$ cat config.mk
export PLATFORM = sky130hd
export DESIGN_NAME = magnetic_line_tracker_pd_steer_core
export DESIGN_NICKNAME = d
export VERILOG_FILES = /design/src/sv/mltps_pkg.sv /design/src/sv/magnetic_line_tracker_pd_steer_core.sv
export VERILOG_INCLUDE_DIRS = /design/src /design/src/sv
export SDC_FILE = /design/constraint.sdc
export NUM_CORES = 1
export LEC_CHECK = 0
export BUFFER_PORTS_ARGS = -buffer_cell sky130_fd_sc_hd__buf_2
export CORE_UTILIZATION = 51
export DETAILED_ROUTE_END_ITERATION = 12
export GPL_TIMING_DRIVEN = 0
export PLACE_DENSITY_LB_ADDON = 0.1
export SYNTH_ARGS = -nofsm -noshare
export SYNTH_HDL_FRONTEND = slang
export SYNTH_SLANG_ARGS = --single-unit
$ cat constraint.sdc
create_clock -name clk -period 19.3 [get_ports clk]
set_clock_uncertainty 0.2 [all_clocks]
set_input_delay 0 -clock clk [delete_from_list [all_inputs] [get_ports clk]]
set_output_delay 0 -clock clk [all_outputs]
set_load 0.005 [all_outputs]
$ cat src/sv/assert_macros.svh
// Assertion helper macros for the steering core.
// Needs a clock named clk and an active-low reset named arst_n in scope.
`ifndef ASSERT_MACROS_SVH
`define ASSERT_MACROS_SVH

// Implication checked at every rising edge, masked while in reset
`define ASSERT_IMPL(lbl, ante, cons, msg) \
	lbl: assert property (@(posedge clk) disable iff (!arst_n) (ante) |-> (cons)) \
		else $error(msg);

// Implication whose consequence is checked in the cycle after the antecedent
`define ASSERT_NEXT(lbl, ante, cons, msg) \
	lbl: assert property (@(posedge clk) disable iff (!arst_n) (ante) |=> (cons)) \
		else $error(msg);

`endif

$ cat src/sv/mltps_pkg.sv
// Shared types and constants for the magnetic line tracker steering core.
// No dependencies.
package mltps_pkg;

	// Sensor strip geometry
	localparam int SENSOR_BITS = 16;
	localparam int POS_W       = $clog2(SENSOR_BITS);
	localparam int CNT_W       = $clog2(2 * SENSOR_BITS + 1);
	localparam int CENTER_POS  = 7;

	// Count thresholds and reported count width
	localparam int VC_W        = 5;
	localparam int VC_MAX      = (1 << VC_W) - 1;
	localparam int FOUND_MIN   = 1;
	localparam int TURN_MIN    = 5;

	// PD term and drive limits
	localparam int PD_MIN_SPEED = 10;
	localparam int DRIVE_W      = 15;
	localparam int DRIVE_MAX    = (1 << (DRIVE_W - 1)) - 1;
	localparam int DRIVE_MIN    = -(1 << (DRIVE_W - 1));

	// Configuration port
	localparam int CFG_IDX_W  = 3;
	localparam int CFG_DATA_W = 8;

	typedef enum logic [CFG_IDX_W-1:0] {
		REG_SPEED  = 3'd0,
		REG_RATIO  = 3'd1,
		REG_SETPT  = 3'd2,
		REG_PGAIN  = 3'd3,
		REG_DGAIN  = 3'd4
	} reg_idx_t;

	// Input word kinds
	typedef enum logic {
		OP_SAMPLE = 1'b0,
		OP_MOTION = 1'b1
	} opcode_t;

	// Turn mode; a command code of 3 is stored as forward
	typedef enum logic [1:0] {
		MODE_LEFT    = 2'd0,
		MODE_RIGHT   = 2'd1,
		MODE_FORWARD = 2'd2
	} turn_mode_t;

	localparam logic [1:0] CMD_UNUSED = 2'd3;

endpackage

$ cat src/sv/magnetic_line_tracker_pd_steer_core.sv
// Steering core for a magnetic strip line follower: input and result registers
// around a single pass of scan, point choice and PD arithmetic.
// Depends on mltps_pkg and assert_macros.svh.
//
// One word is taken every clock cycle while the result side keeps up; each
// word gives exactly one result word, which passes through the input register
// and then the result register (one input register, one result register).
// Rate is set only by out_stall: the result register and the input register
// each hold one word, so a new word is taken while a finished result waits.
// Sensor words are scanned for adjacent set-bit pairs; when the count exceeds
// one the drives are updated from base duty (speed * ratio) plus and minus a
// PD term that is active from speed 10.
// Motion command words set the turn mode and give an all-zero result.
// Configuration may be written only while no word is in flight.

`include "assert_macros.svh"

module magnetic_line_tracker_pd_steer_core (
	input  logic                              clk,
	input  logic                              arst_n,
	// configuration write port
	input  logic                              cfg_write_en,
	input  logic [mltps_pkg::CFG_IDX_W-1:0]   cfg_index,
	input  logic [mltps_pkg::CFG_DATA_W-1:0]  cfg_data,
	// input channel
	input  logic                              in_valid,
	output logic                              in_stall,
	input  logic                              opcode,
	input  logic [mltps_pkg::SENSOR_BITS-1:0] sensor_word,
	input  logic [1:0]                        motion_command,
	// result channel
	output logic                              out_valid,
	input  logic                              out_stall,
	output logic                              track_found,
	output logic signed [mltps_pkg::DRIVE_W-1:0] left_drive,
	output logic signed [mltps_pkg::DRIVE_W-1:0] right_drive,
	output logic                              turn_done,
	output logic [mltps_pkg::VC_W-1:0]        valid_count
);
	import mltps_pkg::*;

	// Configuration registers
	logic [6:0] speed_q;
	logic [6:0] ratio_q;
	logic [3:0] setpt_q;
	logic [7:0] pgain_q;
	logic [7:0] dgain_q;

	// Block state
	turn_mode_t        turn_mode_q, turn_mode_d;
	logic              turn_finished_q, turn_finished_d;
	logic signed [7:0] prev_dev_q, prev_dev_d;

	// Input register
	logic                   valid_s1;
	logic                   opcode_s1;
	logic [SENSOR_BITS-1:0] sensor_s1;
	logic [1:0]             cmd_s1;

	// Result register
	logic                      out_valid_q;
	logic                      found_q;
	logic signed [DRIVE_W-1:0] left_q;
	logic signed [DRIVE_W-1:0] right_q;
	logic                      done_q;
	logic [VC_W-1:0]           count_q;

	// Handshake
	logic out_ready;
	logic adv_s1;
	logic in_take;

	assign out_ready = !out_valid_q || !out_stall;
	assign adv_s1    = valid_s1 && out_ready;
	assign in_stall  = valid_s1 && !out_ready;
	assign in_take   = in_valid && !in_stall;

	// Configuration writes; unknown indexes are dropped
	always_ff @(posedge clk or negedge arst_n) begin
		if (!arst_n) begin
			speed_q <= 7'd3;
			ratio_q <= 7'd1;
			setpt_q <= 4'd7;
			pgain_q <= 8'd0;
			dgain_q <= 8'd0;
		end else if (cfg_write_en) begin
			case (cfg_index)
				REG_SPEED: speed_q <= cfg_data[6:0];
				REG_RATIO: ratio_q <= cfg_data[6:0];
				REG_SETPT: setpt_q <= cfg_data[3:0];
				REG_PGAIN: pgain_q <= cfg_data;
				REG_DGAIN: dgain_q <= cfg_data;
				default: ;
			endcase
		end
	end

	// Input register
	always_ff @(posedge clk or negedge arst_n) begin
		if (!arst_n) begin
			valid_s1 <= 1'b0;
		end else if (in_take) begin
			valid_s1 <= 1'b1;
		end else if (adv_s1) begin
			valid_s1 <= 1'b0;
		end
	end

	always_ff @(posedge clk) begin
		if (in_take) begin
			opcode_s1 <= opcode;
			sensor_s1 <= sensor_word;
			cmd_s1    <= motion_command;
		end
	end

	// Pair map: bit i set when sensor bits i and i+1 are both set
	logic [SENSOR_BITS-1:0] pair_c;
	always_comb begin
		pair_c = '0;
		for (int i = 0; i < SENSOR_BITS - 1; i++) begin
			pair_c[i] = sensor_s1[i] & sensor_s1[i+1];
		end
	end

	// Pair count plus run ends (a run reaching the top bit also has its end counted)
	logic [CNT_W-1:0] count_c;
	always_comb begin
		count_c = '0;
		for (int i = 0; i < SENSOR_BITS; i++) begin
			count_c = count_c + CNT_W'(pair_c[i]);
		end
		for (int i = 0; i < SENSOR_BITS - 1; i++) begin
			count_c = count_c + CNT_W'(pair_c[i] & ~pair_c[i+1]);
		end
	end

	// Lowest, highest and nearest-to-centre pair positions
	logic [POS_W-1:0] lo_c, hi_c, near_c;
	always_comb begin
		lo_c   = POS_W'(SENSOR_BITS - 1);
		hi_c   = '0;
		near_c = POS_W'(CENTER_POS);
		for (int i = SENSOR_BITS - 1; i >= 0; i--) begin
			if (pair_c[i]) lo_c = POS_W'(i);
		end
		for (int i = 0; i < SENSOR_BITS; i++) begin
			if (pair_c[i]) hi_c = POS_W'(i);
		end
		// widest distance first so the closest wins; lower side last on a tie
		for (int d = SENSOR_BITS - 1; d >= 0; d--) begin
			if (CENTER_POS + d < SENSOR_BITS) begin
				if (pair_c[CENTER_POS + d]) near_c = POS_W'(CENTER_POS + d);
			end
			if (d <= CENTER_POS) begin
				if (pair_c[CENTER_POS - d]) near_c = POS_W'(CENTER_POS - d);
			end
		end
	end

	// Point choice and turn state
	logic             found_c;
	logic             done_c;
	logic [POS_W-1:0] point_c;
	always_comb begin
		found_c         = count_c > CNT_W'(FOUND_MIN);
		done_c          = 1'b0;
		point_c         = near_c;
		turn_mode_d     = turn_mode_q;
		turn_finished_d = turn_finished_q;
		if (opcode_s1 == OP_MOTION) begin
			found_c = 1'b0;
			if (cmd_s1 == CMD_UNUSED) begin
				turn_mode_d = MODE_FORWARD;
			end else begin
				turn_mode_d = turn_mode_t'(cmd_s1);
			end
		end else if (found_c) begin
			if (count_c > CNT_W'(TURN_MIN)) begin
				turn_finished_d = 1'b1;
				case (turn_mode_q)
					MODE_LEFT:  point_c = hi_c;
					MODE_RIGHT: point_c = lo_c;
					default:    point_c = near_c;
				endcase
			end else if (turn_finished_q) begin
				turn_finished_d = 1'b0;
				turn_mode_d     = MODE_FORWARD;
				done_c          = 1'b1;
			end
		end
	end

	// PD term
	logic              pd_on_c;
	logic signed [7:0]  dev_c, ddev_c;
	logic signed [16:0] p_term_c, d_term_c;
	logic signed [17:0] pd_sum_c;
	logic signed [15:0] pd_c;
	always_comb begin
		pd_on_c  = speed_q >= 7'(PD_MIN_SPEED);
		dev_c    = 8'(setpt_q) - 8'(point_c);
		ddev_c   = dev_c - prev_dev_q;
		p_term_c = $signed({1'b0, pgain_q}) * dev_c;
		d_term_c = $signed({1'b0, dgain_q}) * ddev_c;
		pd_sum_c = 18'(p_term_c) + 18'(d_term_c);
		pd_c     = pd_on_c ? pd_sum_c[15:0] : 16'sd0;
		prev_dev_d = (opcode_s1 == OP_SAMPLE && found_c && pd_on_c) ? dev_c : prev_dev_q;
	end

	// Base duty and saturated drives
	logic [13:0]               duty_full_c;
	logic signed [7:0]         duty_c;
	logic signed [16:0]        left_sum_c, right_sum_c;
	logic signed [DRIVE_W-1:0] left_c, right_c;
	always_comb begin
		duty_full_c = speed_q * ratio_q;
		duty_c      = duty_full_c[7:0];
		left_sum_c  = 17'(duty_c) + 17'(pd_c);
		right_sum_c = 17'(duty_c) - 17'(pd_c);
		if (left_sum_c > 17'(DRIVE_MAX)) begin
			left_c = DRIVE_W'(DRIVE_MAX);
		end else if (left_sum_c < 17'(DRIVE_MIN)) begin
			left_c = DRIVE_W'(DRIVE_MIN);
		end else begin
			left_c = left_sum_c[DRIVE_W-1:0];
		end
		if (right_sum_c > 17'(DRIVE_MAX)) begin
			right_c = DRIVE_W'(DRIVE_MAX);
		end else if (right_sum_c < 17'(DRIVE_MIN)) begin
			right_c = DRIVE_W'(DRIVE_MIN);
		end else begin
			right_c = right_sum_c[DRIVE_W-1:0];
		end
	end

	// Reported count, saturated
	logic [VC_W-1:0] vcount_c;
	assign vcount_c = (count_c > CNT_W'(VC_MAX)) ? VC_W'(VC_MAX) : count_c[VC_W-1:0];

	// State update as each word leaves the input register
	always_ff @(posedge clk or negedge arst_n) begin
		if (!arst_n) begin
			turn_mode_q     <= MODE_FORWARD;
			turn_finished_q <= 1'b0;
			prev_dev_q      <= 8'sd0;
		end else if (adv_s1) begin
			turn_mode_q     <= turn_mode_d;
			turn_finished_q <= turn_finished_d;
			prev_dev_q      <= prev_dev_d;
		end
	end

	// Result register
	always_ff @(posedge clk or negedge arst_n) begin
		if (!arst_n) begin
			out_valid_q <= 1'b0;
		end else if (out_ready) begin
			out_valid_q <= valid_s1;
		end
	end

	always_ff @(posedge clk) begin
		if (adv_s1) begin
			found_q <= found_c;
			left_q  <= found_c ? left_c  : '0;
			right_q <= found_c ? right_c : '0;
			done_q  <= done_c;
			count_q <= (opcode_s1 == OP_SAMPLE) ? vcount_c : '0;
		end
	end

	assign out_valid   = out_valid_q;
	assign track_found = found_q;
	assign left_drive  = left_q;
	assign right_drive = right_q;
	assign turn_done   = done_q;
	assign valid_count = count_q;

	// Checks
	`ASSERT_IMPL(a_done_needs_found, out_valid_q && done_q, found_q,
		"turn_done without track_found")
	`ASSERT_IMPL(a_lost_is_quiet, out_valid_q && !found_q,
		left_q == '0 && right_q == '0 && !done_q,
		"non-zero drives with track lost")
	`ASSERT_IMPL(a_found_count, out_valid_q && found_q, count_q > VC_W'(FOUND_MIN),
		"track_found with count of one or less")
	`ASSERT_NEXT(a_done_reverts, adv_s1 && done_c,
		turn_mode_q == MODE_FORWARD && !turn_finished_q,
		"finished turn did not revert to forward")

endmodule

## After elaboration in Yosys (flattened, before gate mapping)

Cells that the tools add are included.

- Register bits after elaboration: 100
- Bits of input ports: 35
- Output and inout port bits: 39
- Logic and storage cells: 208

- Add/sub/neg operators: 34
- $mul: 3
- Order comparisons: 8
- Eq/ne operators: 7
- Muxes and demuxes: 64
- Bitwise operators: 46
- Reductions and logical operators: 26

Operators by type and width:

| operator | count |
|---|---|
| two-way mux 4 bit | 45 |
| adder 6 bit | 14 |
| AND 1 x 6 -> 6 bit | 14 |
| NOT 1 -> 6 bit | 14 |
| adder 6 x 1 -> 6 bit | 10 |
| > comparator 17 x 15 -> 1 bit, second input constant | 2 |
| < comparator 17 x 15 -> 1 bit, second input constant | 2 |
| two-way mux 15 bit | 2 |
| two-way mux 14 bit | 2 |
| adder 8 x 16 -> 17 bit | 1 |
| subtractor 8 x 16 -> 17 bit | 1 |
| adder 14 x 15 -> 16 bit | 1 |
| two-way mux 16 bit | 1 |
| AND 1 bit | 15 |
| multiplier 9 x 6 -> 15 bit | 1 |
| multiplier 9 x 5 -> 14 bit | 1 |
| AND reduction 2 bit | 6 |
| two-way mux 2 bit | 5 |
| multiplier 7 x 7 -> 8 bit | 1 |
| one-hot mux 4 bit (2 select lines) | 1 |
| >= comparator 7 x 4 -> 1 bit, second input constant | 1 |
| two-way mux 1 bit | 7 |
| adder 5 x 1 -> 6 bit | 1 |
| equality test 3 x 2 -> 1 bit, second input constant | 2 |
| 26 further kinds | 38 |

## Depth between registers and ports, before layout

- Depth after elaboration: 43
- Depth in mapped cells: 59

## Worst setup path before layout

OpenSTA, ideal clock, no wires.

- Path type: register to register
- From: reg sensor_s1[4]
- To: reg left_q[10] (netlist: left_drive[10]), data pin
- Library setup time: 0.260 ns
- Arrival: 13.826 ns
- Required time: 18.840 ns
- Slack: 5.014 ns
- Stages on the path, launching flop included: 55
- Path buffers: 3
- Path through: edfxtp_1 -> nand2_1 -> or2_2 -> fa_1 -> fa_1 -> fa_1 -> fa_1 -> fa_1 -> fa_1 -> inv_1 -> ha_1 -> fa_1 -> a21oi_1 -> nand2_1 -> mux2_2 -> nor3_1 -> a211oi_2 -> nor2_1 -> [19 not listed] -> ha_1 -> o21a_1 -> o21ai_0 -> a21o_1 -> nand2_1 -> a21oi_1 -> xnor2_1 -> nand2_1 -> ha_1 -> clkbuf_1 -> o21bai_1 -> nand4b_1 -> a21o_1 -> a41oi_1 -> o311a_1 -> o22a_1 -> buf_6 -> o21ai_2

- Word-level cells in the longest chain between the ends: 41

Ends and longest elaborated chain:

| item | line | text |
|---|---|---|
| start: declaration | magnetic_line_tracker_pd_steer_core.sv:57 | `logic [SENSOR_BITS-1:0] sensor_s1;` |
| start signal: assignment | magnetic_line_tracker_pd_steer_core.sv:112 | `sensor_s1 <= sensor_word;` |
| AND 1 bit | magnetic_line_tracker_pd_steer_core.sv:122 | `pair_c[i] = sensor_s1[i] & sensor_s1[i+1];` |
| adder 3 x 1 -> 4 bit | magnetic_line_tracker_pd_steer_core.sv:131 | `count_c = count_c + CNT_W'(pair_c[i]);` |
| adder 4 x 1 -> 5 bit | magnetic_line_tracker_pd_steer_core.sv:131 |  |
| adder 5 x 1 -> 6 bit | magnetic_line_tracker_pd_steer_core.sv:131 |  |
| adder 6 x 1 -> 6 bit (9 in series) | magnetic_line_tracker_pd_steer_core.sv:131 |  |
| adder 6 bit (14 in series) | magnetic_line_tracker_pd_steer_core.sv:134 | `count_c = count_c + CNT_W'(pair_c[i] & ~pair_c[i+1]);` |
| adder 6 x 1 -> 6 bit | magnetic_line_tracker_pd_steer_core.sv:134 |  |
| > comparator 6 x 3 -> 1 bit | magnetic_line_tracker_pd_steer_core.sv:179 | `if (count_c > CNT_W'(TURN_MIN)) begin` |
| [4 not listed] | -- |  |
| net dev_c[4] | magnetic_line_tracker_pd_steer_core.sv:196 | `logic signed [7:0] dev_c, ddev_c;` |
| subtractor 5 x 5 -> 6 bit | magnetic_line_tracker_pd_steer_core.sv:203 | `ddev_c = dev_c - prev_dev_q;` |
| multiplier 9 x 6 -> 15 bit | magnetic_line_tracker_pd_steer_core.sv:205 | `d_term_c = $signed({1'b0, dgain_q}) * ddev_c;` |
| adder 14 x 15 -> 16 bit * | magnetic_line_tracker_pd_steer_core.sv:206 | `pd_sum_c = 18'(p_term_c) + 18'(d_term_c);` |
| two-way mux 16 bit * | magnetic_line_tracker_pd_steer_core.sv:207 | `pd_c = pd_on_c ? pd_sum_c[15:0] : 16'sd0;` |
| adder 8 x 16 -> 17 bit * | magnetic_line_tracker_pd_steer_core.sv:219 | `left_sum_c = 17'(duty_c) + 17'(pd_c);` |
| < comparator 17 x 15 -> 1 bit | magnetic_line_tracker_pd_steer_core.sv:223 | `end else if (left_sum_c < 17'(DRIVE_MIN)) begin` |
| two-way mux 15 bit | magnetic_line_tracker_pd_steer_core.sv:223 |  |
| two-way mux 14 bit * | magnetic_line_tracker_pd_steer_core.sv:221 | `if (left_sum_c > 17'(DRIVE_MAX)) begin` |
| end signal: assignment | magnetic_line_tracker_pd_steer_core.sv:266 | `left_q <= found_c ? left_c : '0;` |
| end: declaration | magnetic_line_tracker_pd_steer_core.sv:63 | `logic signed [DRIVE_W-1:0] left_q;` |

Mark *: on every way through the listed nets, which the timed path passes. The rest lies on a longest branch.
A chain may end at the register's enable or synchronous reset.

## Final worst setup path

- From: reg sensor_s1[4]
- To: reg left_q[3] (netlist: left_drive[3]), data pin

Same word-level chain as after synthesis.

==> summary.md <==
| Metric | Value |
|---|---|
| Commonest non-fill, non-tap cells in the layout | 178 x inv_1, 120 x nand2_1, 113 x ha_1 |
| Worst setup path start | sensor_s1[4] |
| Post-Syn Instances | between 1000 and 1500 |
| Commonest non-fill, non-tap cell in the layout | inv_1 |
| Fmax | slightly above 60 MHz |
| GRT overflow | 0 |
| Final Cell Area | between 0.01 and 0.015 sq mm |
| Hold wc startpoint | cfg_write_en |
| Clk slew on worst S/H paths | around 0.07 ns |
| Syn avg cell area | 9.460 sq um |
| CP required | just under 20 ns |
| Finished Core Util | between 50 and 60% |
| Initial antenna violation count | 0 |
| Number of synthesized register bits | 100 |
| Final hold viol count | 0 |
| GR Util All Layers | about a quarter |
| Slew Viols, Final | 0 |
| Starting Density | between 50% and 60% |
| Fillers | 1916 |
| Critical path type | reg -> reg |
| CP max FO | 10 |
| First-pass GRT wire length | around 42000 um |
| Post-synth cell types | about 70 |
| Setup violators final | 0 |
| Proportion of layout cells with a drive suffix above 1 | approximately 14% |
| Chip height | around 150 um |
| Routed wl met3 | just under 1000 um |
| Slowest-stage cell, CP | xnor2_1 |
| Via count | approximately 8200 |
| Net Count, Synth | around 1400 |
| DP HPWL | around 20000 um |
| Die X | 149 um |
| Post-Route M1 WL | 11810 um |
| Worst setup SP type | register |
| Clock tree sinks | 100 |
| Unrepaired setup endpoints after global routing | no |
| Cell mode on critical path | fa_1 |
| Period minus WS final | ~17 ns |
| RR Startpoint | sensor_s1[4] |
| Placer Congestion | ~0.89 |
| Top Layer Used | met4 |
| Post-synth top area share | 18.53% |
| Min-Delay Path Class | in -> reg |
| Worst Tran Pin Value | 1.229 ns |
| Core footprint | about 0.021 sq mm |
| Post-DRT Antenna Nets | 0 |
| Fin Setup TNS | 0 ns |
| Status | finished clean |
| Row count | 53 |
| Met2 wire length | approximately 12000 um |
| Sequential area share after synthesis | ~25% |
| Per-cell routed wire length | between 15 and 20 um |
| Arrival time worst endpoint | roughly 17 ns |
| WL final | roughly 25000 um |
| Post-Syn Area | between 0.01 and 0.015 sq mm |
| Diodes inserted | 0 |
| Final period utilization | a little under nine tenths |
| Vias in the first global route | between 8000 and 9000 |
| CTS tree | yes |
| Number of flops mapped to enable cells by yosys | 56 |
| P&R area growth vs syn | 12.54% |
| Num CTS Buffers | 9 |
| Total of max-cap violations | 0 |
| I/O pin cnt | 74 |
| Post-synth top flop | edfxtp_1 |
| Deepest clock path buffer count | 2 |
| Via-per-instance ratio | ~5.3 |
| Largest net degree at the start of global routing | 45 |
| Worst skew pair latency | approximately 0.36 ns |
| Leading area contributor after synthesis | fa_1 |
| Final nets | approximately 1500 |
| Ys Warns | 0 |
| Crit end category | register |
| H-tree depth | 3 |
| Slowest stage delay, CP | 0.93 ns |
| Top cells by area, synth | fa_1 19%, edfxtp_1 15%, ha_1 13% |
| Drt first pass iters | 5 |
| Drt initial violations | between 400 and 500 |
| IO buf count | about 70 |
| Headroom to the max-slew limit | between 10% and 20% |
| Asr flop ratio synth | a little over two fifths |
| Root buffer cell | clkbuf_16 |
| Die area | roughly 0.022 sq mm |
| DP Area | approximately 0.012 sq mm |
| Residual DRC | 0 |
| Setup bufs post-CTS | 0 |
sequential cells by signal, summed over array words and instances (netlist names), 2 cells and up:
| signal | count |
|---|---|
| ratio_q | 7 |
| right_drive | 15 |
| cmd_s1 | 2 |
| valid_count | 5 |
| left_drive | 15 |
| sensor_s1 | 16 |
| pgain_q | 8 |
| setpt_q | 4 |
| speed_q | 7 |
| prev_dev_q | 5 |
| dgain_q | 8 |
| turn_mode_q | 2 |
cell type report:
type / count / area, sq um / share of cell area (%)
multi-input combinational: 865 / 7465 / 60.18
clock buffer: 9 / 225.2 / 1.816
inverter: 179 / 671.9 / 5.417
tap: 275 / 344.1 / 2.774
clock inverter: 7 / 82.58 / 0.6658
sequential: 100 / 2791 / 22.51
buffer: 21 / 100.1 / 0.8070
timing repair buffer: 106 / 723.2 / 5.831
critical path, delay by kind of cell, from the launching register on:
kind / cells / cell delay, ns
buffers and inverters: 3 / 0.34
adders and majority gates: 18 / 7.95
and+or+nand+nor: 11 / 2.49
muxes: 1 / 0.26
xor gates and xnor gates: 2 / 1.10
DFF: 1 / 0.52
AOI/OAI and AO/OA: 16 / 3.45
Yosys cell counts, types with 42 or more instances:
master	instances
nor2_1	57
xnor2_1	46
o21ai_0	70
a21oi_1	50
nand2_1	120
nor2b_1	43
ha_1	113
and2_1	42
edfxtp_1	56
inv_1	179
fa_1	102
path summary, 6_finish.rpt:
| path | endpoint | slack, ns | cells after the start |
|---|---|---|---|
| setup / recovery | left_drive[3] | 2.79 | 51 |
| hold / removal | dgain_q[6] | 0.07 | 4 |
| setup reg to reg | left_drive[3] | 2.79 | 51 |
| hold reg to reg | turn_mode_q[0] | 0.28 | 1 |
| max in group asynchronous | ratio_q[2] | 18.06 | 2 |
| min in group asynchronous | prev_dev_q[1] | 0.18 | 2 |
layer usage:
metal / vias to the layer above / global-route usage [%]
met4: 0 / 5.153
met1: 3964 / 34.06
met2: 170 / 39.63
li1: 4081 / -
met5: - / 0
met3: 18 / 3.394
timing repair:
action	CTS	global route
resized for setup	0	0
hold endpoints to repair	94	0
hold buffers	34	0
kinds of logic (layout without fill, tap and decap cells):
group	after synthesis	after routing	synth area share (%)
multiplexers	37	37	3.781
flip-flops	100	100	25.33
XOR/XNOR	58	58	4.609
buffers and inverters	200	322	7.005
AND/OR/NAND/NOR	337	337	15.01
adder cells (fa/ha/maj)	215	215	31.36
AO/OA/AOI/OAI	218	218	12.91
stage by stage:
step           hold slack, ns  std cells  setup slack, ns
5_1_grt                0.1005       1562            1.780
2_1_floorplan         -0.4956       1165            5.014
3_3_place_gp         -0.02277       1511            3.064
3_5_place_dp         -0.02122       1511            2.943
6_report              0.06726       1562            2.793
4_1_cts               0.06242       1561            2.828
Power is left out: the tool's default activity adds up to more than one toggle a clock period on the data nets, which glitch-free logic cannot reach.
